## src/hdl/chol_pkg.sv

```systemverilog
`default_nettype none
package chol_pkg;

    localparam int MAX_DIM = 8;
    localparam int DIM_W   = 3;
    localparam int ADDR_W  = 2 * DIM_W;
    localparam int DEPTH   = MAX_DIM * MAX_DIM;
    localparam int DATA_W  = 32;
    localparam int ACC_W   = 64;

    localparam logic CFG_SIZE = 1'b0;
    localparam logic CFG_TOL  = 1'b1;

    typedef enum logic [3:0] {
        S_LOAD,
        S_ELEM,
        S_MRD,
        S_MMUL,
        S_MACC,
        S_REM,
        S_DEC,
        S_WAIT,
        S_FAIL,
        S_ORD,
        S_OVAL
    } state_t;

    function automatic logic signed [ACC_W-1:0] sat_add64(
        input logic signed [ACC_W-1:0] a,
        input logic signed [ACC_W-1:0] b
    );
        logic signed [ACC_W:0] s;
        begin
            s = {a[ACC_W-1], a} + {b[ACC_W-1], b};
            if (s[ACC_W] != s[ACC_W-1])
                sat_add64 = s[ACC_W] ? {1'b1, {(ACC_W-1){1'b0}}} : {1'b0, {(ACC_W-1){1'b1}}};
            else
                sat_add64 = s[ACC_W-1:0];
        end
    endfunction

    function automatic logic signed [ACC_W-1:0] sat_sub64(
        input logic signed [ACC_W-1:0] a,
        input logic signed [ACC_W-1:0] b
    );
        logic signed [ACC_W:0] s;
        begin
            s = {a[ACC_W-1], a} - {b[ACC_W-1], b};
            if (s[ACC_W] != s[ACC_W-1])
                sat_sub64 = s[ACC_W] ? {1'b1, {(ACC_W-1){1'b0}}} : {1'b0, {(ACC_W-1){1'b1}}};
            else
                sat_sub64 = s[ACC_W-1:0];
        end
    endfunction

endpackage
`default_nettype wire

```

## src/hdl/chol_div.sv

```systemverilog
`default_nettype none
module chol_div (
    input  wire logic                              clk,
    input  wire logic                              rst_n,
    input  wire logic                              start,
    input  wire logic signed [chol_pkg::ACC_W-1:0] dividend,
    input  wire logic signed [chol_pkg::DATA_W-1:0] divisor,
    output logic                                   done,
    output logic signed [chol_pkg::DATA_W-1:0]     quotient
);

    logic [chol_pkg::ACC_W-1:0]  m_reg;
    logic [chol_pkg::ACC_W-1:0]  q_reg;
    logic [chol_pkg::DATA_W-1:0] r_reg;
    logic [chol_pkg::DATA_W-1:0] d_reg;
    logic                        neg_reg;
    logic [5:0]                  cnt_reg;
    logic                        busy_reg;
    logic                        done_reg;
    logic [chol_pkg::DATA_W-1:0] r_sh;
    logic [chol_pkg::ACC_W-1:0]  q_abs;

    assign r_sh = {r_reg[chol_pkg::DATA_W-2:0], m_reg[chol_pkg::ACC_W-1]};

    always_ff @(posedge clk or negedge rst_n)
    begin
        if (!rst_n)
        begin
            busy_reg <= 1'b0;
            done_reg <= 1'b0;
        end
        else
        begin
            done_reg <= 1'b0;
            if (start)
                busy_reg <= 1'b1;
            else if (busy_reg && cnt_reg == 6'd0)
            begin
                busy_reg <= 1'b0;
                done_reg <= 1'b1;
            end
        end
    end

    // Restoring division on magnitudes, one quotient bit per cycle.
    always_ff @(posedge clk)
    begin
        if (start)
        begin
            neg_reg <= dividend[chol_pkg::ACC_W-1];
            m_reg   <= dividend[chol_pkg::ACC_W-1] ? (~dividend + 64'd1) : dividend;
            d_reg   <= divisor;
            r_reg   <= '0;
            q_reg   <= '0;
            cnt_reg <= 6'd63;
        end
        else if (busy_reg)
        begin
            m_reg <= m_reg << 1;
            if (r_sh >= d_reg)
            begin
                r_reg <= r_sh - d_reg;
                q_reg <= {q_reg[chol_pkg::ACC_W-2:0], 1'b1};
            end
            else
            begin
                r_reg <= r_sh;
                q_reg <= {q_reg[chol_pkg::ACC_W-2:0], 1'b0};
            end
            cnt_reg <= cnt_reg - 6'd1;
        end
    end

    assign q_abs = q_reg;

    always_comb
    begin
        if (!neg_reg)
        begin
            if (q_abs > 64'h0000_0000_7FFF_FFFF)
                quotient = 32'h7FFF_FFFF;
            else
                quotient = q_abs[chol_pkg::DATA_W-1:0];
        end
        else
        begin
            if (q_abs > 64'h0000_0000_8000_0000)
                quotient = 32'h8000_0000;
            else
                quotient = ~q_abs[chol_pkg::DATA_W-1:0] + 32'd1;
        end
    end

    assign done = done_reg;

endmodule
`default_nettype wire

```

## config.mk

```make
export PLATFORM = sky130hd
export DESIGN_NAME = chol_div
export DESIGN_NICKNAME = d
export VERILOG_FILES = /design/src/hdl/chol_pkg.sv /design/src/hdl/chol_div.sv
export SDC_FILE = /design/constraint.sdc
export NUM_CORES = 1
export LEC_CHECK = 0
export BUFFER_PORTS_ARGS = -buffer_cell sky130_fd_sc_hd__buf_2
export CAP_MARGIN = 20
export CORE_ASPECT_RATIO = 2
export CORE_MARGIN = 1.5
export CORE_UTILIZATION = 35
export CTS_CLUSTER_SIZE = 25
export DETAILED_ROUTE_END_ITERATION = 8
export PLACE_DENSITY = 0.5
export SYNTH_ARGS = -nofsm -noshare
export SYNTH_HDL_FRONTEND = slang
export SYNTH_SLANG_ARGS = --single-unit
```

## constraint.sdc

```tcl
create_clock -name clk -period 3.35 [get_ports clk]
set_input_delay 0.335 -clock clk [delete_from_list [all_inputs] [get_ports clk]]
set_output_delay 0.335 -clock clk [all_outputs]
set_load 0.05 [all_outputs]
```

== Word level (Yosys, flattened, before mapping) ==
Index checks and enable logic that the tools add are counted.
W data, S select, Z words.
Storage, ports and cells
  bits in registers: 200
  output and inout bits: 33
Cells by class
  add/subtract/negate cells: 4
  $lt $le $gt $ge: 3
  muxes and demuxes: 12
  bitwise logic cells: 2
  reduce and logical (&&, ||, !) cells: 4
Operators by type and width (number)
  $mux W64: 3
  $mux W32: 3
  $add A64 B1 Y64 const B: 1
  $gt A64 B31 Y1 const B: 1
  $gt A64 B32 Y1 const B: 1
  $not A64 Y64: 1
  $add A32 B1 Y32 const B: 1
  $ge A32 B32 Y1: 1
  $not A32 Y32: 1
  $mux W31: 1
  $sub A31 B31 Y31: 1
  $logic_not A6 Y1: 1
  $sub A6 B1 Y6 const B: 1
  $mux W1: 5
  $reduce_bool A2 Y1: 2
  $logic_and A1 B1 Y1: 1

== Depth between registers and ports, before layout ==
Gate-level depths: netlist (run 1).
  word-level depth: 4
  depth in mapped cells: 14

== Worst setup path before layout (run 1) ==
Ideal clock, no wire load.
  kind: flip-flop to output port
  start point: register q_reg, in the netlist q_abs[13]
  end point: output quotient[17] (netlist bit)
  data arrival time: 4.185 ns
  data required time: 3.015 ns
  setup slack: -1.170 ns
  cell stages (with the launch flop): 10
  path buffers: 0
  path through: dfxtp_1 -> nor3_1 -> nor4bb_1 -> nand4_1 -> nor4_2 -> and3b_1 -> o21ai_2 -> inv_2 -> nand2_1 -> o311ai_0
Between the ends
  word-level cells in the longest chain between the ends: 4
Ends and longest elaborated chain
  from (decl): line chol_div.sv:13  | logic [chol_pkg::ACC_W-1:0] q_reg;
  from (signal assigned): line chol_div.sv:63  | q_reg <= {q_reg[chol_pkg::ACC_W-2:0], 1'b1};
  from (signal assigned): line chol_div.sv:68  | q_reg <= {q_reg[chol_pkg::ACC_W-2:0], 1'b0};
  parallel branches: the longest is 3 deep, another holds $gt A64 B31 Y1
  $mux W32 *: line chol_div.sv:78  | if (!neg_reg)
  to (decl): line chol_div.sv:9  | output logic signed [chol_pkg::DATA_W-1:0] quotient
Mark *: on every way between the ends.

== Worst setup path after layout (run 1) ==
  start point: register q_reg, in the netlist q_abs[1]
  end point: output quotient[26] (netlist bit)
Same word-level chain as after synthesis.

==> results of run 1 <==
[worst paths after layout]
kind                       slack, ns  startpoint  cells after the start            to
setup reg to reg                0.15   d_reg[22]                     12     r_reg[24]
hold / removal                  0.04  divisor[6]                      1      d_reg[6]
max in group asynchronous       3.03       rst_n                      2      busy_reg
min in group asynchronous       0.20       rst_n                      2          done
setup / recovery               -0.25    q_abs[1]                     11  quotient[26]
hold reg to reg                 0.48  cnt_reg[5]                      1          done
[final cells by class]
class                           instances  area share
Multi-Input combinational cell       1002       0.453
Sequential cell                       200       0.335
Timing Repair Buffer                  232       0.118
Tap cell                              436      0.0367
Clock buffer                           21      0.0346
Inverter                               61      0.0154
Clock inverter                         11     0.00622
Antenna cell                            1    0.000168
[per-stage QoR]
step / TNS, ns / std cells / cell area (um^2) / hold WS, ns
finish: -2.55 / 1964 / 14900 / 0.0435
floorplan: -0.442 / 1340 / 12000 / 0.0394
global route: -7.54 / 1964 / 14900 / 0.0276
CTS: -6.59 / 1961 / 14700 / 0.0200
detailed placement: -0.471 / 1919 / 13800 / 0.130
global placement: -0.349 / 1919 / 13800 / 0.130
[power breakdown]
group          total, mW  switching [mW]  leakage, nW  internal [mW]
registers           2.77          0.0482         1.82           2.72
logic              0.836           0.505         4.54          0.331
clock network       2.15            1.02        0.306           1.13
total               5.75            1.57         6.66           4.18
[layer usage]
metal | share of wire | GRT usage | vias to the layer above
li1 | - | - | 5135
met1 | 0.37 | 0.187 | 4923
met2 | 0.57 | 0.379 | 160
met3 | 0.022 | 0.0238 | 59
met4 | 0.042 | 0.0999 | 0
met5 | 0 | 0 | -
[kinds of logic after synthesis]
family | after synthesis | synth area share
mux | 84 | 0.0714
simple gates | 474 | 0.193
flops | 200 | 0.419
fa+ha+maj | 36 | 0.0385
compound gates | 323 | 0.172
buf+inv | 138 | 0.0438
xor+xnor | 85 | 0.0625
[cell usage in the layout, fill, tap and decap left out, drive strengths merged, types with 24 or more instances in the layout]
master	count
a211oi	26
o21ai	50
nand2	97
nor2	211
dfxtp	101
inv	69
ha	35
a21oi	138
mux2i	77
nor3	24
edfxtp	97
buf	230
xor2	62
[repair_timing]
action / CTS / global route
cloned: 0 / 0
setup endpoints to repair: 30 / 34
resized for setup: 84 / 34
pin swaps: 13 / 15
buffers inserted: 9 / 4
hold endpoints to repair: 2 / 0
hold buffers: 1 / 0
==> results.json, run 1 <==
{
  "status": "finished with violations",
  "violations": "negative setup slack",
  "syn_nets": 1475,
  "routed_wl_mm": 32.9,
  "ys_async_sr_fraction": 0.0100,
  "drv_cap": 0,
  "syn_area_per_cell_um2": 8.88,
  "grt_use_total": 0.191,
  "ir_worst_vdd_uv": 405,
  "setup_viol": 29,
  "die_x_um": 133,
  "dr_total_vias": 10300,
  "grt-ovfl-total": 0,
  "root_buffer": "clkbuf_16",
  "worstSetupPathType": "reg -> out",
  "synth-edff-count": 97,
  "final_layout_size_suffix_gt1_frac": 0.232,
  "critPathLaunchType": "flip-flop",
  "rows": 95,
  "vias_per_cell": 5.23,
  "syn_inst": 1340,
  "power_leakage_nw": 6.66,
  "die_height_um": 264,
  "coreArea_um2": 33500,
  "grt_start_max_net_pins": 90,
  "gp_congestion": 0.865,
  "grt_pass1_wl_mm": 53.0,
  "max_freq_mhz": 278,
  "setup_ws_ns": -0.253,
  "slew_headroom": 0.501,
  "avgRoutedWirePerCell_um": 16.8,
  "cp_num_buf_inv": 3,
  "synth.most_common_cell": "nor2_1",
  "synth_seq_area_share": 0.419,
  "yosys_warnings": 0,
  "synthTopCellsByArea": "edfxtp_1 24%, dfxtp_1 17%, nor2_1 6.7%, mux2i_1 6.5%, a21oi_1 5.8%",
  "cp_data_required_time_ns": 3.01,
  "synth.largest_area_cell": "edfxtp_1",
  "cp_top_family": "simple AND/OR/NAND/NOR gates",
  "place_ws_ns": -0.332,
  "io_pins": 132,
  "cp_common_cell": "or3_4",
  "tightestPinTransition_ns": 0.746,
  "clk_pin_slew_ns": 0.08,
  "drtPass1Iterations": 4,
  "maxSlewViolCount": 0,
  "multi_input_area_um2": 6740,
  "synth_cell_types": 77,
  "cts_tree": "yes",
  "finalCriticalPeriod_ns": 3.60,
  "grt_pass1_vias": 10500,
  "floorplan.initialDensity": 0.355,
  "rsz0062_at_grt": "yes",
  "synth-main-ff-cell": "dfxtp_1",
  "power.density_nw_per_um2": 386,
  "fin_crit_sh": 1.08,
  "crit_path_top_delay_cell": "or3_4",
  "syn_area_um2": 11900,
  "postSynthRegisterBits": 200,
  "clk_latency_ns": 0.46,
  "min_path_type": "in -> reg",
  "hpwl_mm": 24.6,
  "drtAntennaViolNets": 0,
  "hold_viol_final": 0,
  "area_delta_synth_final_pct": 25.0,
  "cts_buffers": 17,
  "fin_skew_ns": 0.00920,
  "crit_path_max_incr_delay_ns": 0.42,
  "nets": 1649,
  "path_cells": "inv_2 -> ha_4 -> or3b_4 -> nor4_4 -> buf_4 -> nand4b_1 -> or3_4 -> or3_4 -> nor3_1 -> o311ai_4 -> buf_12",
  "die_area_um2": 35200,
  "fill_cells": 3410,
  "port_buffers": 131,
  "antenna_found_initial": 1,
  "worstSetupEndpointType": "output pin",
  "synth_common_cells": "211 x nor2_1, 138 x a21oi_1, 101 x dfxtp_1",
  "synth_top_cell_area_share": 0.245,
  "fin_total_pwr_mw": 5.75,
  "worstPathMaxFanout": 3,
  "clock_sinks": 200,
  "drt-initial-drc-count": 359,
  "regArea_um2": 4990,
  "htreeDepth": 4,
  "drc_errors": 0,
  "clockBufferDepth": 2,
  "arrival_ns": 3.27,
  "final_util": 0.444
}
No activity file was read; power rests on OpenSTA's default activity.
==> inputs of run 2 (changes only) <==
==> constraint.sdc (replaced) <==
create_clock -name clk -period 3.35 [get_ports clk]
set_input_delay 0.1675 -clock clk [delete_from_list [all_inputs] [get_ports clk]]
set_output_delay 0.1675 -clock clk [all_outputs]
set_load 0.05 [all_outputs]
==> results.json, run 2 (synthesis results as in run 1) <==
{
  "status": "finished with violations",
  "violations": "negative setup slack",
  "worstSetupEndpointType": "output pin",
  "slew_headroom": 0.505,
  "gp_congestion": 0.852,
  "drt-initial-drc-count": 409,
  "finalCriticalPeriod_ns": 3.43,
  "ir_worst_vdd_uv": 329,
  "multi_input_area_um2": 6740,
  "min_path_type": "in -> async",
  "grt_start_max_net_pins": 104,
  "antenna_found_initial": 0,
  "clockBufferDepth": 2,
  "clk_pin_slew_ns": 0.07,
  "critPathLaunchType": "flip-flop",
  "setup_viol": 6,
  "coreArea_um2": 33500,
  "dr_total_vias": 10300,
  "clk_latency_ns": 0.45,
  "place_ws_ns": -0.194,
  "worstSetupPathType": "reg -> out",
  "grt_pass1_wl_mm": 51.6,
  "fin_setup_tns_ns": -0.285,
  "nets": 1652,
  "drtAntennaViolNets": 0,
  "final_common_cell": "nor2_1",
  "rsz0062_at_grt": "yes",
  "cts_buffers": 17,
  "tightestPinTransition_ns": 0.743,
  "drtPass1Iterations": 5,
  "root_buffer": "clkbuf_16",
  "fill_cells": 3344,
  "drc_errors": 0,
  "die_x_um": 133,
  "final_cell_mix": "211 x nor2_1, 123 x a21oi_1, 100 x buf_2",
  "htreeDepth": 4,
  "power.density_nw_per_um2": 383,
  "regArea_um2": 4990,
  "grt_use_total": 0.185,
  "fin_skew_ns": 0.00809,
  "floorplan.initialDensity": 0.355,
  "maxSlewViolCount": 0,
  "vias_per_cell": 5.22,
  "hpwl_mm": 23.3,
  "rows": 95,
  "fin_crit_sh": 1.02,
  "avgRoutedWirePerCell_um": 16.4,
  "final_layout_size_suffix_gt1_frac": 0.208,
  "arrival_ns": 3.26,
  "power_leakage_nw": 6.68,
  "area_delta_synth_final_pct": 26.0,
  "grt-ovfl-total": 0,
  "max_freq_mhz": 292,
  "die_height_um": 264,
  "cp_data_required_time_ns": 3.18,
  "setup_ws_ns": -0.0774,
  "io_pins": 132,
  "die_area_um2": 35200,
  "worstPathMaxFanout": 5,
  "antenna_cells": 0,
  "routed_wl_mm": 32.3,
  "clock_sinks": 200,
  "grt_pass1_vias": 10400,
  "fin_total_pwr_mw": 5.75,
  "hold_viol_final": 0,
  "port_buffers": 131,
  "cts_tree": "yes",
  "drv_cap": 0
}
==> run 2: worst max-delay path, cell delays in order, from the launching register on <==
cell,delay [ns]
dfxtp_2,0.34
inv_2,0.08
ha_4,0.13
or3b_4,0.39
nor4_4,0.15
buf_4,0.16
nand4_1,0.12
nor4_2,0.21
and3b_2,0.25
o21ai_4,0.10
buf_12,0.17
o41ai_2,0.23
nand2_1,0.15
o311ai_2,0.13
buf_6,0.21
==> run 2: path summary, 6_finish.rpt <==
| check | from | to | slack, ns | cells after the start |
|---|---|---|---|---|
| max | q_abs[1] | quotient[12] | -0.08 | 14 |
| min | rst_n | busy_reg | 0.05 | 2 |
| max reg2reg | m_reg[63] | r_reg[30] | 0.19 | 13 |
| min reg2reg | cnt_reg[5] | done | 0.47 | 1 |
| max in group asynchronous | rst_n | busy_reg | 3.19 | 2 |
| min in group clk | dividend[0] | m_reg[0] | 0.07 | 2 |
==> run 2: layout make-up <==
cell class | count | area share
Clock inverter | 12 | 0.00834
Clock buffer | 20 | 0.0320
Inverter | 61 | 0.0153
Multi-Input combinational cell | 1002 | 0.449
Tap cell | 436 | 0.0364
Timing Repair Buffer | 235 | 0.126
Sequential cell | 200 | 0.333
==> run 2: metal layers <==
layer | part of all wire | vias to the layer above | GRT usage
met2 | 0.56 | 201 | 0.365
met4 | 0.042 | 0 | 0.0946
met5 | 0 | - | 0
met1 | 0.37 | 4840 | 0.180
met3 | 0.029 | 69 | 0.0296
li1 | - | 5146 | -
==> run 2: power breakdown <==
part           switching, mW  total, mW  internal (mW)
logic                  0.495      0.833          0.338
clock network          0.983       2.15           1.16
registers             0.0519       2.77           2.72
==> run 2: what timing repair did <==
| action | CTS | global route |
|---|---|---|
| setup buffers | 8 | 3 |
| endpoints found under the hold margin | 34 | 0 |
| pin swaps | 19 | 15 |
| setup endpoints to repair | 31 | 33 |
| gates cloned | 3 | 0 |
| hold buffers | 33 | 0 |
| resized for setup | 98 | 28 |
==> run 2: per-stage QoR <==
| stage | instances | hold WS (ns) | util | area (um^2) |
|---|---|---|---|---|
| after global placement | 1887 | -0.0350 | 0.400 | 13400 |
| after floorplan | 1340 | -0.128 | - | 12000 |
| final | 1966 | 0.0483 | 0.447 | 15000 |
| after global routing | 1966 | 0.0388 | 0.447 | 15000 |
| after detailed placement | 1887 | -0.0387 | 0.400 | 13400 |
| after CTS | 1963 | 0.0270 | 0.443 | 14900 |
