--- config.mk ---
export PLATFORM = sky130hd
export DESIGN_NAME = chol_sqrt
export DESIGN_NICKNAME = d
export VERILOG_FILES = /design/src/hdl/chol_pkg.sv /design/src/hdl/chol_sqrt.sv
export SDC_FILE = /design/constraint.sdc
export NUM_CORES = 1
export LEC_CHECK = 0
export ABC_AREA = 1
export ABC_CLOCK_PERIOD_IN_PS = 9350
export BUFFER_PORTS_ARGS = -buffer_cell sky130_fd_sc_hd__buf_2
export CORE_ASPECT_RATIO = 0.9
export CORE_MARGIN = 8
export CORE_UTILIZATION = 35
export DETAILED_ROUTE_END_ITERATION = 10
export GPL_TIMING_DRIVEN = 0
export HOLD_SLACK_MARGIN = 0.06
export MAX_ROUTING_LAYER = met4
export PLACE_DENSITY = 0.47
export SYNTH_ARGS = -nofsm -noshare
export SYNTH_HDL_FRONTEND = slang
export SYNTH_SLANG_ARGS = --single-unit
--- constraint.sdc ---
create_clock -name clk -period 9.35 [get_ports clk]
set_input_delay 0.4675 -clock clk [delete_from_list [all_inputs] [get_ports clk]]
set_output_delay 0.4675 -clock clk [all_outputs]
set_load 0.01 [all_outputs]
--- src/hdl/chol_pkg.sv ---
`default_nettype none
package chol_pkg;

    localparam int MAX_DIM = 8;
    localparam int DIM_W   = 3;
    localparam int ADDR_W  = 2 * DIM_W;
    localparam int DEPTH   = MAX_DIM * MAX_DIM;
    localparam int DATA_W  = 32;
    localparam int ACC_W   = 64;

    localparam logic CFG_SIZE = 1'b0;
    localparam logic CFG_TOL  = 1'b1;

    typedef enum logic [3:0] {
        S_LOAD,
        S_ELEM,
        S_MRD,
        S_MMUL,
        S_MACC,
        S_REM,
        S_DEC,
        S_WAIT,
        S_FAIL,
        S_ORD,
        S_OVAL
    } state_t;

    function automatic logic signed [ACC_W-1:0] sat_add64(
        input logic signed [ACC_W-1:0] a,
        input logic signed [ACC_W-1:0] b
    );
        logic signed [ACC_W:0] s;
        begin
            s = {a[ACC_W-1], a} + {b[ACC_W-1], b};
            if (s[ACC_W] != s[ACC_W-1])
                sat_add64 = s[ACC_W] ? {1'b1, {(ACC_W-1){1'b0}}} : {1'b0, {(ACC_W-1){1'b1}}};
            else
                sat_add64 = s[ACC_W-1:0];
        end
    endfunction

    function automatic logic signed [ACC_W-1:0] sat_sub64(
        input logic signed [ACC_W-1:0] a,
        input logic signed [ACC_W-1:0] b
    );
        logic signed [ACC_W:0] s;
        begin
            s = {a[ACC_W-1], a} - {b[ACC_W-1], b};
            if (s[ACC_W] != s[ACC_W-1])
                sat_sub64 = s[ACC_W] ? {1'b1, {(ACC_W-1){1'b0}}} : {1'b0, {(ACC_W-1){1'b1}}};
            else
                sat_sub64 = s[ACC_W-1:0];
        end
    endfunction

endpackage
`default_nettype wire

--- src/hdl/chol_sqrt.sv ---
`default_nettype none
module chol_sqrt (
    input  wire logic                              clk,
    input  wire logic                              rst_n,
    input  wire logic                              start,
    input  wire logic [chol_pkg::ACC_W-1:0]        radicand,
    output logic                                   done,
    output logic signed [chol_pkg::DATA_W-1:0]     root
);

    logic [chol_pkg::ACC_W-1:0] x_reg;
    logic [chol_pkg::ACC_W-1:0] r_reg;
    logic [chol_pkg::ACC_W-1:0] b_reg;
    logic [4:0]                 cnt_reg;
    logic                       busy_reg;
    logic                       done_reg;
    logic [chol_pkg::ACC_W-1:0] trial;

    assign trial = r_reg + b_reg;

    always_ff @(posedge clk or negedge rst_n)
    begin
        if (!rst_n)
        begin
            busy_reg <= 1'b0;
            done_reg <= 1'b0;
        end
        else
        begin
            done_reg <= 1'b0;
            if (start)
                busy_reg <= 1'b1;
            else if (busy_reg && cnt_reg == 5'd0)
            begin
                busy_reg <= 1'b0;
                done_reg <= 1'b1;
            end
        end
    end

    // One result bit per cycle, two radicand bits consumed per step.
    always_ff @(posedge clk)
    begin
        if (start)
        begin
            x_reg   <= radicand;
            r_reg   <= '0;
            b_reg   <= {2'b01, {(chol_pkg::ACC_W-2){1'b0}}};
            cnt_reg <= 5'd31;
        end
        else if (busy_reg)
        begin
            if (x_reg >= trial)
            begin
                x_reg <= x_reg - trial;
                r_reg <= (r_reg >> 1) + b_reg;
            end
            else
                r_reg <= r_reg >> 1;
            b_reg   <= b_reg >> 2;
            cnt_reg <= cnt_reg - 5'd1;
        end
    end

    assign done = done_reg;
    assign root = (r_reg[chol_pkg::ACC_W-1:chol_pkg::DATA_W-1] != '0)
                  ? {1'b0, {(chol_pkg::DATA_W-1){1'b1}}}
                  : r_reg[chol_pkg::DATA_W-1:0];

endmodule
`default_nettype wire

# Word-level counts from Yosys, hierarchy flattened
# Index checks and enable logic that the tools add are counted.
[totals]
regBits = 167
latch_bits = 0
ram_bits = 0
romBits = 0
input_bits = 67
output_inout_bits = 33
elab_cells = 27
n_memories = 0
[op_classes]
n_addsub = 4
n_mul = 0
div_mod_pow = 0
n_lt_le_gt_ge = 1
n_eq_ne = 0
shifts = 0
mux = 9
bitwise = 0
reduce_logical = 7
[ops]
columns = ["operator", "n"]
rows = [
  ["$mux 64", 4],
  ["$add 63x63->64", 1],
  ["$add 64x63->64", 1],
  ["$ge 64x64->1", 1],
  ["$sub 64x64->64", 1],
  ["$reduce_bool 33->1", 1],
  ["$mux 32", 1],
  ["$reduce_bool 2->1", 3],
  ["$logic_not 5->1", 1],
  ["$sub 5x1->5 const B", 1],
  ["$mux 1", 4],
  ["$reduce_and 2->1", 1],
  ["$logic_and 1x1->1", 1],
]

# Depth between registers and ports, before layout
# Gate-level depths: netlist of run 1.
[logic_depth]
depth_word = 5
depth_mapped = 31
mapped_depth_nobuf = 30

# Least setup slack after synthesis of run 1
# Ideal clock, no wire load.
[synth_path]
path_type = "register to register"
start = "register b_reg[10] (netlist bit)"
end = "register x_reg[0] (netlist bit), enable pin"
setup_time_ns = 0.424
arrival_time_ns = 4.539
required_time_ns = 8.926
path_slack_ns = 4.387
path_stages_with_launch = 25
n_path_buf = 1
period_less_slack_ns = 4.963
cell_sequence = "dfxtp_1 ha_1 nand2_1 o21ai_1 inv_1 o211ai_1 nand2_1 nand3_1 nand2_1 nand2_1 nand3_1 nand3b_1 nand2_1 ha_1 nand2_1 nor2_1 inv_2 nor2_2 nand2_1 nor3_2 nand2_2 nand2_2 nand2_2 buf_2 nand2_1"
[synth_between]
elab_chain_len = 4
[synth_rtl]
columns = ["element", "line_no", "rtl"]
rows = [
  ["start: declaration", "chol_sqrt.sv:13", "logic [chol_pkg::ACC_W-1:0] b_reg;"],
  ["start signal: assignment", "chol_sqrt.sv:48", "b_reg <= {2'b01, {(chol_pkg::ACC_W-2){1'b0}}};"],
  ["start signal: assignment", "chol_sqrt.sv:60", "b_reg <= b_reg >> 2;"],
  ["$add 64x63->64", "chol_sqrt.sv:19", "assign trial = r_reg + b_reg;"],
  ["$ge 64x64->1", "chol_sqrt.sv:53", "if (x_reg >= trial)"],
  ["$reduce_bool 2->1 (no source line)", "--", ""],
  ["$reduce_and 2->1 (no source line)", "--", ""],
  ["end signal: assignment", "chol_sqrt.sv:46", "x_reg <= radicand;"],
  ["end signal: assignment", "chol_sqrt.sv:55", "x_reg <= x_reg - trial;"],
  ["end: declaration", "chol_sqrt.sv:11", "logic [chol_pkg::ACC_W-1:0] x_reg;"],
]
# Every way passes these cells.
# A chain may end at the register's enable or synchronous reset.

# Final worst setup path of run 1
[layout_path]
start = "register b_reg[10] (netlist bit)"
end = "register x_reg[4] (netlist bit), enable pin"
# Same word-level chain as after synthesis.

==> impl_results.md, run 1 <==
* Minimum clock period at between 5 and 6 ns
* Hold Path Stages at 3
* Synth Register Bits at ~170
* Levels on crit path at 23
* Dpl hpwl at 81930 µm
* Post-synth EDFFs at 64
* Final nets at 3953
* Fraction of layout cells with a size suffix above 1 at roughly 5.7%
* Total grt overflow at 0
* Post-synthesis cell area at 0.02026 mm²
* Avg Cell Area, Syn at 5.573 µm²
* Top Family by Delay on Critical Path: compound AO/OA/AOI/OAI gates
* Largest net degree at the start of global routing at 51
* Hold buffers post-CTS at 1
* Yosys Warn Count at 0
* Slew HR at 4.090%
* Top_reg_cell synth: dfxtp_1
* Compound-Gate Fraction of Synth Area at 12.69%
* Critical path type: register to register
* RSZ-0062 raised after global routing: false
* Vias in the first global route at between 20000 and 25000
* TNS Setup at 0 ns
* Post-Synth Simple-Gate Area at 43.38%
* CTS resizes at 0
* Total track usage at 28.66%
* Post-Layout Inst Area at between 0.02 and 0.025 mm²
* FF-to-FF Start: b_reg[10]$_SDFFE_PP0P_
* Clk_lat worst skew at slightly above 0.5 ns
* Vias after detailed routing at 24030
* P&R area growth vs syn at 10.29%
* Initial Util at 35.48%
* Fin Hold WS at 0.2358 ns
* Clk buf depth at 2
* 1st-pass router iterations at 7
* Rows at 83
* Critical Path RT at roughly 9.5 ns
* CP Buf/Inv Count at 3
* Initial antenna violation count at 1
* Worst Setup SP: b_reg[10]$_SDFFE_PP0P_
* Clock Skews at around 0.020 ns
* Leak Pwr at ~10 nW
* Hold crit path type: input pin to register
* Fin crit share at 63.04%
* Sequential share of the synthesized area at between 10% and 20%
* Final Max Slew Viols at 0
* Placed cell area at roughly 0.022 mm²
* CTS sink count at 167
* Post-CTS setup buffer count at 0
* Count of final setup violators at 0
* TritonCTS clock tree: done
* Hold Vio Cnt, Final at 0
* Maximum clock rate at 0.1696 GHz
* Crit-path max FO at 50
* Synth Area in XOR/XNOR at between 4 and 5%
* Post-synthesis mux area share at 0%
* Worst-margin pin slew at 1.428 ns
* Setup crit start kind: register
* Antenna Cells at 0
* Post-Synthesis Cells at ~3600
* CP max stage cell: o21ai_1
* H-tree levels at 4
* Dominant combinational cell family by area after synthesis: simple AND/OR/NAND/NOR gates
* Die H at between 200 and 250 µm
* PortBufs at 97
* Worst path arrival time at 6.09 ns
* Cell mode on critical path: nand2_1
* GPL Wtd Cong at 1.121
* Register clock-pin slew on the reported worst setup and hold paths at 0.08 ns
* Vias per std cell at between 5 and 6
* # Max-Cap Violations at 0
* Async SR Flop Fraction at 1.198%
* CP max stage delay at about 0.50 ns
* Boundary Pins at 100
* Status: completed
* Post-Syn Nets at 3835
* Root Driver: clkbuf_16
* Distinct cells, synth at 46
* Worst setup path end: x_reg[4]$_DFFE_PP_
* Core ar. at 0.05712 mm²
* DRC Markers at 0
* Setup WS pre-CTS at 3.659 ns
* Peak supply drop at 140.2 µV
* P per Cell Area at 303.8 mW/mm²
* Crit-path cells: ha_1 -> nand2_1 -> o21ai_1 -> inv_1 -> o21ai_0 -> nand2_1 -> o21ai_1 -> nand3_1 -> nand2_1 -> nand3_1 -> nand2_1 -> xor2_1 -> ha_1 -> a21oi_1 -> o21ai_0 -> a21oi_1 -> nand2_1 -> a21oi_2 -> nand2_2 -> nand2_2 -> buf_2 -> nand2_4 -> buf_16
* Num CTS Buffers at 17
* Reg-to-Reg End: x_reg[4]$_DFFE_PP_
* ANT nets after route at 0
* First-pass GRT wire length at 138000 µm
* Crit path capture type: register
* PnR worst setup slack at 3.455 ns
* Die span in x at 269.6 µm
* Post-Synth Adder-Cell Area at approximately 8.2%
* Routed len/inst at 21.20 µm
* R2R cell count at 23
* Total Routed Length at a little under 100000 µm
* Die area at 0.06586 mm²
* R2R Setup Slk at 3.46 ns
* Initial DRC Count at 2674
-- worst register-to-register path, delay by kind of cell, from the launching register on --
| kind | cells | cell delay (ns) |
|---|---|---|
| DFF | 1 | 0.37 |
| adders and majority gates | 2 | 0.74 |
| xor gates and xnor gates | 1 | 0.25 |
| AOI/OAI and AO/OA | 7 | 1.81 |
| and+or+nand+nor | 10 | 1.61 |
| buffers and inverters | 3 | 0.71 |
-- final cells by class --
| cell class | instances | area, µm² |
|---|---|---|
| fillers | 6564 | 34770 |
| multi-input cells | 2854 | 13890 |
| flip-flops and latches | 167 | 3994 |
| inverters | 516 | 1937 |
| well taps | 765 | 957.2 |
| repair buffers | 99 | 523.0 |
| clock buffers | 21 | 460.4 |
| plain buffers | 99 | 450.4 |
| clock inverters | 11 | 137.6 |
-- per-stage QoR --
| stage | total power [mW] | utilization [%] | cells |
|---|---|---|---|
| after detailed placement | 5.947 | 38.06 | 4499 |
| after global routing | 7.375 | 39.13 | 4532 |
| after global placement | 5.910 | 38.00 | 4498 |
| final | 6.790 | 39.13 | 4532 |
| after CTS | 6.742 | 39.13 | 4532 |
| after floorplan | 4.438 | - | 3636 |
-- cell usage in the layout, fill, tap and decap left out, types with 3 or more instances in the layout --
master     instances
nand2_1         1249
inv_1            507
nor2_1           442
nand3_1          305
a21oi_1          223
o21ai_0          172
buf_2            135
ha_1             131
dfxtp_1          101
edfxtp_1          64
clkbuf_1          54
xor2_1            50
xnor2_1           48
nor3_1            40
nand4_1           33
nand3b_1          28
o21bai_1          22
clkbuf_16         17
a21o_1            13
or2_2             13
nor4_1            12
o21ai_1           11
a31oi_1           10
nor2_2             9
inv_2              8
o21a_1             7
o211ai_1           7
a211oi_1           6
nand2_2            5
and2_1             4
buf_4              4
clkinv_4           4
inv_6              3
-- report_power, final --
group | internal, mW | total (mW) | switching (mW)
clock | 0.413 | 0.765 | 0.352
combinational | 1.51 | 4.74 | 3.23
sequential | 1.09 | 1.29 | 0.197
total | 3.01 | 6.79 | 3.78
-- Yosys cell counts (all sizes together) (48+ instances only) --
library cell     n  share of area, %
nand2         1255                23
inv            515               9.5
nor2           451               8.5
nand3          306               7.6
a21oi          225               5.6
o21ai          183               4.5
ha             131               8.1
dfxtp          101                10
edfxtp          64               9.5
clkbuf          53              0.99
xor2            50               2.2
xnor2           48               2.1
-- logic make-up (layout without fill, tap and decap cells) --
logic type      after synthesis  after routing
compound gates              479            479
xor+xnor                     98             98
fa+ha+maj                   132            132
buf+inv                     615            746
flops                       167            167
other cells                   1              1
simple gates               2144           2144
-- how the worst min path moves through the flow --
stage	start	to	slack, ns
global placement	rst_n	done$_DFF_PN0_	0.26
floorplan	rst_n	busy_reg$_DFFE_PN0P_	0.17
global route	radicand[12]	x_reg[12]$_DFFE_PP_	0.21
CTS	radicand[7]	x_reg[7]$_DFFE_PP_	0.20
detailed placement	rst_n	done$_DFF_PN0_	0.26
finish	radicand[7]	x_reg[7]$_DFFE_PP_	0.24
-- layer usage --
layer | routed length, µm | GRT usage [%] | up-vias
li1 | - | - | 11830
met1 | 46450 | 41.60 | 11070
met4 | 1632 | 5.696 | 0
met2 | 38530 | 40.03 | 1051
met5 | 0 | - | -
met3 | 9446 | 6.527 | 77
(Power assumes the default switching activity.)
==> inputs of run 2 (changes only) <==
Settings changed: ABC_AREA 1 to 0, ABC_CLOCK_PERIOD_IN_PS 9350 to 5000, PLACE_DENSITY 0.47 to 0.5.
Clock period 9.35 ns to 5 ns, I/O delays scaled along.
==> impl_results.md, run 2 <==
* Register clock-pin slew on the reported worst setup and hold paths at 0.07 ns (about the same)
* Routed len/inst at 21.18 µm (about the same)
* Count of final setup violators at 149 (+149)
* Setup WS pre-CTS at -2.206 ns (-5.866 ns)
* TNS Setup at -82.57 ns (-82.57 ns)
* PnR worst setup slack at -0.7220 ns (-4.177 ns)
* Crit path capture type: register
* 1st-pass router iterations at 5 (-2)
* Top_reg_cell synth: dfxtp_1
* Total grt overflow at 0 (unchanged)
* CP max stage cell: or3_4
* Largest net degree at the start of global routing at 17 (-67%)
* Cell mode on critical path: buf_6
* Most numerous cell in the Yosys netlist: nand2_1
* Tot Pwr at 12.80 mW (+88%)
* Placed cell area at 0.01678 mm² (-23%)
* Hold crit path type: input pin to register
* Yosys top cell by area: dfxtp_1
* Setup crit start kind: register
* Post-layout util at 47.56% (+8.4 points)
* ANT nets after route at 0 (unchanged)
* RSZ-0062 raised after global routing: true
* First-pass GRT wire length at 90970 µm (-34%)
* Die area at 0.05095 mm² (-23%)
* R2R Setup Slk at -0.72 ns (-4.18 ns)
* Initial Util at 35.18% (-0.29 points)
* Fin Hold WS at 0.06647 ns (-0.1693 ns)
* Die span in x at 237.1 µm (-12%)
* Yosys Warn Count at 0 (unchanged)
* Dpl hpwl at 44040 µm (-46%)
* Peak supply drop at 312.2 µV (+120%)
* Post-synthesis cell area at 0.01539 mm² (-24%)
* Synth area leaders: dfxtp_1 (13%), edfxtp_1 (12%), ha_1 (11%)
* Maximum clock rate at 0.1748 GHz (+3.0%)
* Clk_lat worst skew at 0.47 ns (-0.04 ns)
* PortBufs at 97 (unchanged)
* Vias in the first global route at 15660 (-26%)
* Fin crit share at 114.4% (+51 points)
* Critical path type: register to register
* Failing checks: negative setup slack
* Hold Vio Cnt, Final at 0 (unchanged)
* P per Cell Area at 614.9 mW/mm² (+100%)
* Final Max Slew Viols at 0 (unchanged)
* Commonest cells in the netlist: nand2_1 (279), nor2_1 (197), o21ai_0 (166)
* H-tree levels at 4 (unchanged)
* Boundary Pins at 100 (unchanged)
* Worst path arrival time at 5.92 ns (-0.17 ns)
* Filler cells at 4272 (-35%)
* Synth Register Bits at 167 (unchanged)
* Slew HR at 10.41% (+6.3 points)
* GPL Wtd Cong at 0.9498 (-15%)
* Distinct cells, synth at 88 (+91%)
* Post-Synthesis Cells at 2009 (-45%)
* Vias after detailed routing at 16180 (-33%)
* Async SR Flop Fraction at 1.198% (unchanged)
* Initial antenna violation count at 1 (unchanged)
* Post-Syn Nets at 2208 (-42%)
* Minimum clock period at 5.722 ns (-0.1727 ns)
* Dpl cells at 2670 (-41%)
* Final nets at 2497 (-37%)
* Status: complete, but fails checks
* CP max stage delay at 0.41 ns (-0.09 ns)
* Crit-path max FO at 7 (-86%)
* Avg Cell Area, Syn at 7.662 µm² (+37%)
* Die H at 214.9 µm (-12%)
* Critical Path RT at 5.19 ns (-4.35 ns)
* Commonest non-fill, non-tap cells in the layout: nand2_1 (247), nor2_1 (172), o21ai_0 (115)
* Layout Cells excl Fill at 2874 (-37%)
* Sequential share of the synthesized area at 25.95% (+6.2 points)
* Leak Pwr at 8.245 nW (-19%)
* Fraction of layout cells with a size suffix above 1 at 25.10% (+19 points)
* Post-synth EDFFs at 64 (unchanged)
* P&R area growth vs syn at 35.19%
* TritonCTS clock tree: done
* DRC Markers at 0 (unchanged)
* Root Driver: clkbuf_16
* Rows at 73 (-12%)
* Worst-margin pin slew at 1.339 ns (-0.08878 ns)
* Clk buf depth at 2 (unchanged)
* Post-Layout Inst Area at 0.02081 mm² (-6.9%)
* Commonest non-fill, non-tap cell in the layout: nand2_1
* Total track usage at 23.29% (-5.4 points)
* Initial DRC Count at 1248 (-53%)
* Total Routed Length at 60860 µm (-37%)
* Vias per std cell at 5.628 (+6.2%)
* CTS sink count at 167 (unchanged)
* # Max-Cap Violations at 0 (unchanged)
* Clock Skews at 0.01063 ns (-0.009604 ns)
* Share of the synthesized area in the top cell type at 13.14% (-10 points)
* Num CTS Buffers at 17 (unchanged)
* Core ar. at 0.04375 mm² (-23%)
[run 2: cell count changes after synthesis, moves of 48 or more]
cell / change
nand3_1: -270
inv_1: -468
a31oi_1: +55
nor2_1: -245
nand2_1: -971
a21oi_1: -90
clkbuf_1: +48
[run 2: routing by layer]
metal / part of all wire [%] / up-vias / track usage (%) / routed length [µm]
met5: 0 / - / - / 0
met4: 2.3 / 0 / 4.755 / 1410
met3: 4.2 / 80 / 3.262 / 2554
met2: 46 / 413 / 37.68 / 27960
met1: 48 / 7825 / 30.82 / 28940
li1: - / 7857 / - / -
[run 2: worst max-delay path: cells and delay by family (launching register included)]
family | cells | cell delay (ns)
buf+inv | 11 | 1.37
xor+xnor | 1 | 0.09
flops | 1 | 0.36
compound gates | 9 | 1.99
fa+ha+maj | 2 | 0.58
simple gates | 6 | 1.02
[run 2: logic make-up after synthesis]
group           Yosys count  share of synthesized area [%]
simple gates            713                          21.14
compound gates          610                          25.09
buf+inv                 173                          4.536
xor+xnor                171                          9.730
flops                   167                          25.95
fa+ha+maj               132                          10.78
mux                      42                          2.747
other cells               1                        0.02436
[run 2: path summary, 6_finish.rpt]
| kind | startpoint | depth (start not counted) | end |
|---|---|---|---|
| setup / recovery | b_reg[14]$_SDFFE_PP0P_ | 29 | x_reg[26]$_DFFE_PP_ |
| hold / removal | radicand[20] | 3 | x_reg[20]$_DFFE_PP_ |
| setup reg to reg | b_reg[14]$_SDFFE_PP0P_ | 29 | x_reg[26]$_DFFE_PP_ |
| hold reg to reg | cnt_reg[4]$_SDFFE_PP1P_ | 2 | cnt_reg[4]$_SDFFE_PP1P_ |
| max in group asynchronous | rst_n | 2 | done$_DFF_PN0_ |
| min in group asynchronous | rst_n | 2 | busy_reg$_DFFE_PN0P_ |
[run 2: where the power goes]
group / switching (mW) / internal (mW) / total [mW]
combinational: 5.10 / 4.14 / 9.24
clock: 0.634 / 0.769 / 1.40
sequential: 0.226 / 1.93 / 2.15
total: 5.96 / 6.84 / 12.8
[run 2: final cells by class]
| cell class | instances | area [µm²] | share of cell area [%] |
|---|---|---|---|
| well taps | 562 | 703.2 | 3.379 |
| flip-flops and latches | 167 | 4046 | 19.45 |
| inverters | 40 | 150.1 | 0.7215 |
| plain buffers | 118 | 737.0 | 3.542 |
| clock inverters | 7 | 47.55 | 0.2285 |
| repair buffers | 285 | 2436 | 11.71 |
| multi-input cells | 1669 | 12140 | 58.32 |
| diodes | 1 | 2.502 | 0.01203 |
| clock buffers | 25 | 549.3 | 2.640 |
[run 2: what timing repair did]
action | 4_1_cts | 5_1_grt
gates cloned | 6 | 7
hold buffers | 49 | 0
setup buffers | 66 | 61
gates resized for setup | 239 | 192
endpoints found under the setup margin | 158 | 158
hold endpoints to repair | 50 | 0
pin swaps | 79 | 86
